### config.mk
export PLATFORM = sky130hd
export DESIGN_NAME = integer_calculator_unit
export DESIGN_NICKNAME = d
export VERILOG_FILES = /design/src/rtl/icu_pkg.sv /design/src/rtl/icu_datapath.sv /design/src/rtl/icu_ctrl.sv /design/src/rtl/integer_calculator_unit.sv
export SDC_FILE = /design/constraint.sdc
export NUM_CORES = 2
export LEC_CHECK = 0
export ABC_CLOCK_PERIOD_IN_PS = 13500
export BUFFER_PORTS_ARGS = -buffer_cell sky130_fd_sc_hd__buf_2
export CAP_MARGIN = 25
export CORE_MARGIN = 4
export CORE_UTILIZATION = 50
export CTS_CLUSTER_DIAMETER = 40
export CTS_CLUSTER_SIZE = 20
export DETAILED_ROUTE_END_ITERATION = 8
export MAX_ROUTING_LAYER = met4
export PLACE_DENSITY = 0.75
export SLEW_MARGIN = 20
export SYNTH_ARGS = -nofsm -noshare
export SYNTH_HDL_FRONTEND = slang
export SYNTH_SLANG_ARGS = --single-unit
### constraint.sdc
create_clock -name aclk -period 13.5 [get_ports aclk]
set_input_delay 1.35 -clock aclk [delete_from_list [all_inputs] [get_ports aclk]]
set_output_delay 1.35 -clock aclk [all_outputs]
set_load 0.01 [all_outputs]
### src/rtl/icu_pkg.sv
// Package with shared types, codes and constants of the integer calculator unit.
package icu_pkg;

    localparam int DataWidthDefault = 32;
    localparam int FuncWidth = 3;
    localparam int StatusWidth = 2;

    typedef enum logic [FuncWidth-1:0] {
        FUNC_SUB  = 3'd0,
        FUNC_DIV  = 3'd1,
        FUNC_REM  = 3'd2,
        FUNC_GCD  = 3'd3,
        FUNC_LCM  = 3'd4,
        FUNC_FACT = 3'd5
    } func_t;

    typedef enum logic [StatusWidth-1:0] {
        ST_OK      = 2'd0,
        ST_DIV0    = 2'd1,
        ST_BADCODE = 2'd2
    } status_t;

    typedef struct packed {
        logic [FuncWidth-1:0] func;
        logic signed [DataWidthDefault-1:0] operand_a;
        logic signed [DataWidthDefault-1:0] operand_b;
    } in_item_t;

    typedef struct packed {
        logic signed [DataWidthDefault-1:0] result;
        logic [StatusWidth-1:0] status;
    } out_item_t;

    typedef enum logic [3:0] {
        S_IDLE,
        S_DIV_START,
        S_DIV_RUN,
        S_DIV_FIN,
        S_GCD_CHECK,
        S_LCM_MUL,
        S_FACT_STEP,
        S_DONE
    } state_t;

    // Commands from the controller to the datapath.
    typedef struct packed {
        logic load;
        logic do_sub;
        logic div_start;
        logic div_step;
        logic div_fin;
        logic gcd_shift;
        logic take_a;
        logic lcm_mul;
        logic lcm_setup;
        logic fact_step;
        logic set_one;
        logic set_zero;
        logic [StatusWidth-1:0] status;
        logic set_status;
    } cmd_t;

    // Status from the datapath to the controller.
    typedef struct packed {
        logic b_zero;
        logic div_last;
        logic fact_small;
        logic fact_end;
        logic res_zero;
    } stat_t;

endpackage

### src/rtl/icu_datapath.sv
// Datapath of the integer calculator: operand registers, shift-subtract divider, multiplier.
module icu_datapath import icu_pkg::*; #(
    parameter int DATA_WIDTH = DataWidthDefault
) (
    input  logic                  aclk,
    input  logic [FuncWidth-1:0]  func,
    input  logic [DATA_WIDTH-1:0] in_a,
    input  logic [DATA_WIDTH-1:0] in_b,
    input  cmd_t                  cmd,
    output stat_t                 stat,
    output logic [DATA_WIDTH-1:0] result,
    output logic [StatusWidth-1:0] status
);
    localparam int CntWidth = $clog2(DATA_WIDTH + 1);

    logic [DATA_WIDTH-1:0] a_reg, a_next;
    logic [DATA_WIDTH-1:0] b_reg, b_next;
    logic [DATA_WIDTH-1:0] q_reg, q_next;
    logic [DATA_WIDTH-1:0] r_reg, r_next;
    logic [DATA_WIDTH-1:0] dm_reg, dm_next;
    logic [DATA_WIDTH-1:0] res_reg, res_next;
    logic [DATA_WIDTH-1:0] prod_reg, prod_next;
    logic [DATA_WIDTH-1:0] i_reg, i_next;
    logic [CntWidth-1:0]   cnt_reg, cnt_next;
    logic                  qneg_reg, qneg_next;
    logic                  rneg_reg, rneg_next;
    logic [StatusWidth-1:0] st_reg, st_next;

    logic [DATA_WIDTH-1:0] mag_a, mag_b, rsh, quot, rem;
    logic [DATA_WIDTH:0]   diff;

    assign mag_a = a_reg[DATA_WIDTH-1] ? (~a_reg + 1'b1) : a_reg;
    assign mag_b = b_reg[DATA_WIDTH-1] ? (~b_reg + 1'b1) : b_reg;
    assign rsh   = {r_reg[DATA_WIDTH-2:0], q_reg[DATA_WIDTH-1]};
    assign diff  = {1'b0, rsh} - {1'b0, dm_reg};
    assign quot  = qneg_reg ? (~q_reg + 1'b1) : q_reg;
    assign rem   = rneg_reg ? (~r_reg + 1'b1) : r_reg;

    assign stat.b_zero     = (b_reg == '0);
    assign stat.div_last   = (cnt_reg == CntWidth'(1));
    assign stat.fact_small = a_reg[DATA_WIDTH-1] || (a_reg < DATA_WIDTH'(2));
    assign stat.fact_end   = (i_reg == a_reg);
    assign stat.res_zero   = (res_reg == '0);

    always_comb begin
        a_next = a_reg; b_next = b_reg; q_next = q_reg; r_next = r_reg;
        dm_next = dm_reg; res_next = res_reg; prod_next = prod_reg;
        i_next = i_reg; cnt_next = cnt_reg; qneg_next = qneg_reg;
        rneg_next = rneg_reg; st_next = st_reg;
        if (cmd.load) begin
            a_next = in_a;
            b_next = in_b;
        end
        if (cmd.do_sub) res_next = a_reg - b_reg;
        if (cmd.div_start) begin
            q_next    = mag_a;
            r_next    = '0;
            dm_next   = mag_b;
            cnt_next  = CntWidth'(DATA_WIDTH);
            qneg_next = a_reg[DATA_WIDTH-1] ^ b_reg[DATA_WIDTH-1];
            rneg_next = a_reg[DATA_WIDTH-1];
        end
        if (cmd.div_step) begin
            if (!diff[DATA_WIDTH]) begin
                r_next = diff[DATA_WIDTH-1:0];
                q_next = {q_reg[DATA_WIDTH-2:0], 1'b1};
            end else begin
                r_next = rsh;
                q_next = {q_reg[DATA_WIDTH-2:0], 1'b0};
            end
            cnt_next = cnt_reg - 1'b1;
        end
        if (cmd.div_fin) begin
            priority case (func)
                FUNC_DIV, FUNC_LCM: res_next = quot;
                default:            res_next = rem;
            endcase
        end
        // Euclid step: (a, b) <= (b, a rem b); the remainder is in rem.
        if (cmd.gcd_shift) begin
            a_next = b_reg;
            b_next = rem;
        end
        // Once b reaches zero, a holds the gcd.
        if (cmd.take_a) res_next = a_reg;
        if (cmd.lcm_mul) prod_next = DATA_WIDTH'(in_a * in_b);
        // Divide the wrapped product by the gcd now held in a.
        if (cmd.lcm_setup) begin
            b_next = a_reg;
            a_next = prod_reg;
        end
        if (cmd.fact_step) begin
            res_next = DATA_WIDTH'(res_reg * (i_reg + 1'b1));
            i_next   = i_reg + 1'b1;
        end
        if (cmd.set_one) begin
            res_next = DATA_WIDTH'(1);
            i_next   = DATA_WIDTH'(1);
        end
        if (cmd.set_zero) res_next = '0;
        if (cmd.set_status) st_next = cmd.status;
    end

    always_ff @(posedge aclk) begin
        a_reg <= a_next; b_reg <= b_next; q_reg <= q_next; r_reg <= r_next;
        dm_reg <= dm_next; res_reg <= res_next; prod_reg <= prod_next;
        i_reg <= i_next; cnt_reg <= cnt_next; qneg_reg <= qneg_next;
        rneg_reg <= rneg_next; st_reg <= st_next;
    end

    assign result = res_reg;
    assign status = st_reg;
endmodule

### src/rtl/icu_ctrl.sv
// Controller state machine of the integer calculator.
module icu_ctrl import icu_pkg::*; (
    input  logic                 aclk,
    input  logic                 aresetn,
    input  logic                 in_valid,
    output logic                 in_ready,
    output logic                 out_valid,
    input  logic                 out_ready,
    input  logic [FuncWidth-1:0] func,
    input  stat_t                stat,
    output cmd_t                 cmd
);
    state_t state_reg, state_next;
    logic   lcm_div_reg, lcm_div_next;

    always_ff @(posedge aclk) begin
        if (!aresetn) begin
            state_reg   <= S_IDLE;
            lcm_div_reg <= 1'b0;
        end else begin
            state_reg   <= state_next;
            lcm_div_reg <= lcm_div_next;
        end
    end

    always_comb begin
        state_next = state_reg;
        lcm_div_next = lcm_div_reg;
        cmd = '0;
        in_ready = 1'b0;
        out_valid = 1'b0;
        unique case (state_reg)
            S_IDLE: begin
                in_ready = 1'b1;
                lcm_div_next = 1'b0;
                if (in_valid) begin
                    cmd.load = 1'b1;
                    cmd.set_status = 1'b1;
                    cmd.status = ST_OK;
                    priority case (func)
                        FUNC_SUB: state_next = S_DONE;
                        FUNC_DIV, FUNC_REM: state_next = S_DIV_START;
                        FUNC_GCD: state_next = S_GCD_CHECK;
                        FUNC_LCM: begin
                            cmd.lcm_mul = 1'b1;
                            state_next = S_GCD_CHECK;
                        end
                        FUNC_FACT: state_next = S_FACT_STEP;
                        default: begin
                            cmd.status = ST_BADCODE;
                            cmd.set_zero = 1'b1;
                            state_next = S_DONE;
                        end
                    endcase
                    if (func == FUNC_SUB) state_next = S_LCM_MUL;
                    if (func == FUNC_FACT) cmd.set_one = 1'b1;
                end
            end
            // For subtract, this state just forms a - b once operands are loaded.
            S_LCM_MUL: begin
                if (func == FUNC_SUB) begin
                    cmd.do_sub = 1'b1;
                end else begin
                    cmd.lcm_setup = 1'b1;
                    lcm_div_next = 1'b1;
                end
                state_next = (func == FUNC_SUB) ? S_DONE : S_DIV_START;
            end
            S_DIV_START: begin
                if (stat.b_zero) begin
                    cmd.set_zero = 1'b1;
                    cmd.set_status = 1'b1;
                    cmd.status = ST_DIV0;
                    state_next = S_DONE;
                end else begin
                    cmd.div_start = 1'b1;
                    state_next = S_DIV_RUN;
                end
            end
            S_DIV_RUN: begin
                cmd.div_step = 1'b1;
                if (stat.div_last) state_next = S_DIV_FIN;
            end
            // For lcm, the division after the Euclid loop is the final one.
            S_DIV_FIN: begin
                if (func == FUNC_GCD || (func == FUNC_LCM && !lcm_div_reg)) begin
                    cmd.gcd_shift = 1'b1;
                    state_next = S_GCD_CHECK;
                end else begin
                    cmd.div_fin = 1'b1;
                    state_next = S_DONE;
                end
            end
            // Loop test of Euclid; b_zero here means a holds the gcd.
            S_GCD_CHECK: begin
                if (stat.b_zero) begin
                    if (func == FUNC_GCD) begin
                        cmd.take_a = 1'b1;
                        state_next = S_DONE;
                    end else begin
                        state_next = S_LCM_MUL;
                    end
                end else begin
                    state_next = S_DIV_START;
                end
            end
            S_FACT_STEP: begin
                if (stat.fact_small || stat.fact_end || stat.res_zero) begin
                    state_next = S_DONE;
                end else begin
                    cmd.fact_step = 1'b1;
                end
            end
            S_DONE: begin
                out_valid = 1'b1;
                if (out_ready) state_next = S_IDLE;
            end
            default: state_next = S_IDLE;
        endcase
    end
endmodule

### src/rtl/integer_calculator_unit.sv
// Subtract forms a - b directly; divide/remainder make one pass of the shift-subtract divider;
// gcd and lcm make one division per Euclid step, plus a final division for lcm; factorial
// takes one multiply per factor. One transaction at a time: a new input is taken only
// after the last result has been taken.
// The result waits in the output register until taken.
// Reset: aresetn synchronous, active low; returns the controller to idle.
module integer_calculator_unit import icu_pkg::*; #(
    parameter int DATA_WIDTH = DataWidthDefault
) (
    input  logic      aclk,
    input  logic      aresetn,
    input  logic      s_valid,
    output logic      s_ready,
    input  in_item_t  s_data,
    output logic      m_valid,
    input  logic      m_ready,
    output out_item_t m_data
);
    cmd_t  cmd;
    stat_t stat;
    logic [FuncWidth-1:0] func_reg;
    logic [DATA_WIDTH-1:0] res;
    logic [StatusWidth-1:0] st;
    logic [FuncWidth-1:0] func_sel;

    assign func_sel = (s_valid && s_ready) ? s_data.func : func_reg;

    always_ff @(posedge aclk) begin
        if (s_valid && s_ready) func_reg <= s_data.func;
    end

    icu_ctrl u_ctrl (
        .aclk(aclk), .aresetn(aresetn),
        .in_valid(s_valid), .in_ready(s_ready),
        .out_valid(m_valid), .out_ready(m_ready),
        .func(func_sel), .stat(stat), .cmd(cmd)
    );

    icu_datapath #(.DATA_WIDTH(DATA_WIDTH)) u_dp (
        .aclk(aclk), .func(func_reg),
        .in_a(DATA_WIDTH'(s_data.operand_a)), .in_b(DATA_WIDTH'(s_data.operand_b)),
        .cmd(cmd), .stat(stat), .result(res), .status(st)
    );

    assign m_data.result = DataWidthDefault'(res);
    assign m_data.status = st;
endmodule

Yosys cells after proc, flatten, opt, wreduce, memory -nomap -nowiden
Cells that the tools add are included.
{ "classes": {"addsub": 8, "n_mul": 2, "magnitude_cmp": 1, "n_eq_ne": 21, "mux": 67, "bitwise": 5, "n_reduce_logical": 23} }
{ "ops": {"columns": ["cell", "count"], "rows": [
  ["2-to-1 mux 32 bit", 19],
  ["adder 32 x 1 -> 32 bit (second input constant)", 5],
  ["inverter 32 bit", 4],
  ["logical NOT 32 bit", 2],
  ["multiplier 32 x 32 -> 32 bit", 2],
  ["subtractor 32 x 32 -> 33 bit", 1],
  ["equality test 32 bit", 1],
  ["< comparator 32 x 2 -> 1 bit (second input constant)", 1],
  ["one-hot mux 4 bit (8 select lines)", 1],
  ["subtractor 32 bit", 1],
  ["2-to-1 mux 31 bit", 1],
  ["2-to-1 mux 1 bit", 26],
  ["2-to-1 mux 4 bit", 5],
  ["2-to-1 mux 3 bit", 6],
  ["equality test 4 x 3 -> 1 bit (second input constant)", 4],
  ["2-to-1 mux 6 bit", 2],
  ["equality test 3 bit (second input constant)", 3],
  ["one-hot mux 3 bit (3 select lines)", 1],
  ["equality test 4 x 2 -> 1 bit (second input constant)", 2],
  ["inequality test 2 bit (second input constant)", 4],
  ["one-hot mux 4 bit (2 select lines)", 1],
  ["OR reduction 2 bit", 4],
  ["equality test 3 x 1 -> 1 bit (second input constant)", 2],
  ["equality test 3 x 2 -> 1 bit (second input constant)", 2],
  ["other kinds (20)", 27]
]} }
{ "word_totals": {"ff_bits": 274, "out_inout_bits": 36, "elab_cells": 144} }

Depth between registers and ports, before layout
{ "depth": {"word_depth": 13, "mapped_depth": 34, "mapped_depth_nobuf": 33} }

Hierarchy
From an unflattened synthesis, not the netlist that was laid out.
{ "unflattened": {"hier_cells": 5838, "area_unflattened_um2": 50843.8} }
{ "modules_own_cells": {"columns": ["module", "n_inst", "cells_per_inst", "area_each_um2"], "rows": [
  ["icu_datapath", 1, 5756, 50223.2],
  ["icu_ctrl", 1, 75, 509.2],
  ["integer_calculator_unit", 1, 7, 111.4]
]} }

Worst setup path before layout
No wires, ideal clock.
{ "synth_timing": {"kind": "register to register", "from": "register u_dp.i_reg[0]", "to": "register u_dp.res_reg[31], in the netlist u_dp.result[31]", "arrival_time_ps": 8225, "required_ps": 13363, "slack_ps": 5138, "path_stages_with_launch": 31, "path_buffers": 2, "period_less_slack_ps": 8362, "path_cell_list": "dfxtp_1 > clkbuf_1 > nand4_1 > or4_1 > nor2_1 > xor2_1 > clkbuf_1 > and2_1 > fa_1 > inv_1 > fa_1 > fa_1 > fa_1 > fa_1 > inv_1 > fa_1 > fa_1 > fa_1 > ha_1 > a21o_1 > a21o_1 > a21oi_1 > o21ai_0 > a21oi_1 > a21boi_0 > o21a_1 > o21a_1 > nor2_1 > xor2_1 > a221oi_1 > o2111ai_1"} }
{ "synth_via": {"elab_chain_cells": 6, "word_cells_on_any_way": 9, "cone_classes": "add/sub: 1; mul: 1; eq/ne: 1; mux: 3; reduce/logical: 3"} }
{ "synth_rtl": {"columns": ["element", "line", "text"], "rows": [
  ["from (decl)", "icu_datapath.sv:23", "logic [DATA_WIDTH-1:0] i_reg, i_next;"],
  ["from (signal assigned)", "icu_datapath.sv:107", "i_reg <= i_next; cnt_reg <= cnt_next; qneg_reg <= qneg_next;"],
  ["parallel branches: the longest is 6 deep, another holds adder 32 x 1 -> 32 bit", null, null],
  ["to (signal assigned)", "icu_datapath.sv:106", "dm_reg <= dm_next; res_reg <= res_next; prod_reg <= prod_next;"],
  ["to (decl)", "icu_datapath.sv:21", "logic [DATA_WIDTH-1:0] res_reg, res_next;"]
]} }
Several ways; the timed one is not identified.
A chain may end at the register's enable or synchronous reset.

Worst setup path after layout
{ "layout_timing": {"from": "register u_dp.i_reg[3]", "to": "register u_dp.res_reg[31], in the netlist u_dp.result[31]"} }
Same word-level chain as after synthesis.

==> results.yml <==
die:
  rows: 116
  fp.dieArea_sq_um: 106000
  core_area_sq_um: 100000
  io-pin-count: 107
  die_y_microns: 326
  dieWidth_microns: 326
  start_util: 0.504
synthesis:
  ys_warn_count: 0
  ys_types: 88
  async_reset_ff_frac: 0
  synth.yosys.seq_area_share: 0.148
  synth_top_area_share: 0.324
  syn_nets: 7015
  synth_edf_count: 202
  synth.largest_area_cell: "fa_1"
  synthCells: 5810
  synth_area_leaders: "fa_1 32%, edfxtp_1 12%, inv_1 7.8%"
  synthFlopType: "edfxtp_1"
  syn_avg_cell_area_sq_um: 8.70
  ys_ff_latch: 273
  syn_area_sq_um: 50500
  synth_common_cells: "1,054 x inv_1, 875 x nand2_1, 818 x fa_1, 402 x and2_1, 316 x ha_1"
  yosys.cell_count.top_type: "inv_1"
timing:
  max_freq_mhz: 106
  fin_crit_sh: 0.697
  slew_viol_final: 0
  timing.hold.ws_ps: 522
  rsz0062_at_grt: "no"
  hold_viol_final: 0
  relSlewSlack: 0.267
  worst_pin_slew_ps: 1100
  setup-violations-final: 0
  finalSetupTns_ps: 0
  clock_skew_ps: 23.3
  min_period_ps: 9410
clock_tree:
  cts_tree: "done"
  h-tree-depth: 2
  cts_buffers: 53
  clk_latency_ps: 610
  cts_resized: 0
  clk_transition_reported_paths_ps: 60
  clock_sinks: 273
  cts_max_path_buffers: 3
  root_buffer: "clkbuf_16"
  post_cts_buffers: 0
  hold_buffers: 0
global_route:
  grtUsageMet2: 0.459
  grtUsageMet1: 0.393
  grtUsageMet3: 0.0587
  grt_max_degree: 128
  grt_pass1_wl_microns: 244000
  busiest_layer: "met2"
  grt_overflow: 0
  track_usage: 0.303
  antenna_found_initial: 2
  first_global_vias: 42200
layout:
  drive_gt1_frac: 0.0588
  nNetsFinal: 6938
  areaGrowthSynthToFinish_pct: 7.09
route:
  avgRoutedWirePerCell_microns: 22.1
  drtIter0Drc: 4340
  ant_nets: 0
  drc: 0
  wirelength_microns: 156000
  dr.pass1.iters: 8
  num_vias: 41400
  viasPerCell: 5.84
placed_design:
  dpl.hpwl_microns: 116000
  io_buffers: 106
  finalWeightedCongestion: 0.986
min_path:
  holdPathStages: 2
  holdPathEnd: "u_dp.a_reg[9]"
  hold_start: "u_dp.prod_reg[9]"
  hold_class: "flip-flop to flip-flop"
run_status:
  status: "finished clean"
setup_path:
  reg2reg_depth: 27
  reg2reg_slack_ps: 4090
  r2r_start: "u_dp.i_reg[3]"
  worstPathRequired_ps: 13950
  worst_setup_path_start_kind: "flip-flop"
  worstSetupPathType: "flip-flop to flip-flop"
  regToRegEndpoint: "u_dp.result[31]"
  cp_max_fo: 17
  cp.arrival_ps: 9860
  endpoint_kind: "flip-flop"
run:
  maxCapViolations: 0
## metrics by stage
| stage | std cells | utilization | worst slack (ps) | cell area, sq um |
|---|---|---|---|---|
| global route | 7077 | 0.540 | 3560 | 54100 |
| finish | 7078 | 0.540 | 4090 | 54100 |
| CTS | 7070 | 0.539 | 4150 | 54000 |
| floorplan | 5810 | - | 5140 | 50500 |
| detailed placement | 6970 | 0.521 | 4160 | 52200 |
| global placement | 6969 | 0.521 | 4460 | 52100 |
## cells in the final DEF, fill, tap and decap left out, drive strengths merged, types with 140 or more instances in the layout
cell type	n
edfxtp	202
fa	818
buf	184
xor2	140
nand2	877
a21oi	195
ha	316
nor2	242
and2	402
o21ai	217
inv	1068
xnor2	276
## per-layer routing
metal	vias up	part of all wire
met5	-	0
met4	0	0.058
met3	597	0.11
met2	2429	0.44
met1	20400	0.39
li1	17900	-
## how the worst max path moves through the flow
| stage | startpoint | to |
|---|---|---|
| 2_1_floorplan | u_dp.i_reg[0] | u_dp.result[31] |
| 3_3_place_gp | u_dp.i_reg[2] | u_dp.result[31] |
| 3_5_place_dp | u_dp.i_reg[3] | u_dp.result[31] |
| 4_1_cts | u_dp.i_reg[3] | u_dp.result[31] |
| 5_1_grt | u_dp.i_reg[3] | u_dp.result[31] |
| 6_report | u_dp.i_reg[3] | u_dp.result[31] |
## worst max-delay path, stage by stage (launching register included)
cell and delay, ps:
dfxtp_1 540, nand4_1 350, nor4_1 940, xor2_2 760, and2_1 260, fa_1 440, fa_1 510, inv_1 50
fa_1 450, fa_1 520, fa_1 550, inv_1 60, fa_1 460, fa_1 510, fa_1 410, ha_1 360
a21o_1 180, a21o_1 170, a21oi_1 150, o21ai_0 100, a21oi_1 150, a21boi_0 130, o21a_1 200, o21a_1 160
nor2_1 230, xor2_1 110, a221oi_1 360, o2111ai_1 140
## area by class of cell
cell class              instances  area [sq um]
diodes                          2          5.00
well taps                    1298          1620
clock buffers                  56          1360
clock inverters                44           478
multi-input cells            4166         38000
fillers                      8980         46000
flip-flops and latches        273          7490
repair buffers                185          1190
inverters                    1054          3960
## cell families (layout without fill, tap and decap cells)
kind of cell,after synthesis,in the layout,synth area share
DFF,273,273,0.148
xor gates and xnor gates,419,419,0.0736
and+or+nand+nor,1844,1844,0.174
adders and majority gates,1134,1134,0.402
muxes,60,60,0.0120
AOI/OAI and AO/OA,709,709,0.0874
buffers and inverters,1371,1339,0.103
other,0,2,0
Power is left out: the tool's default activity adds up to more than one toggle a clock period on the data nets, which glitch-free logic cannot reach.
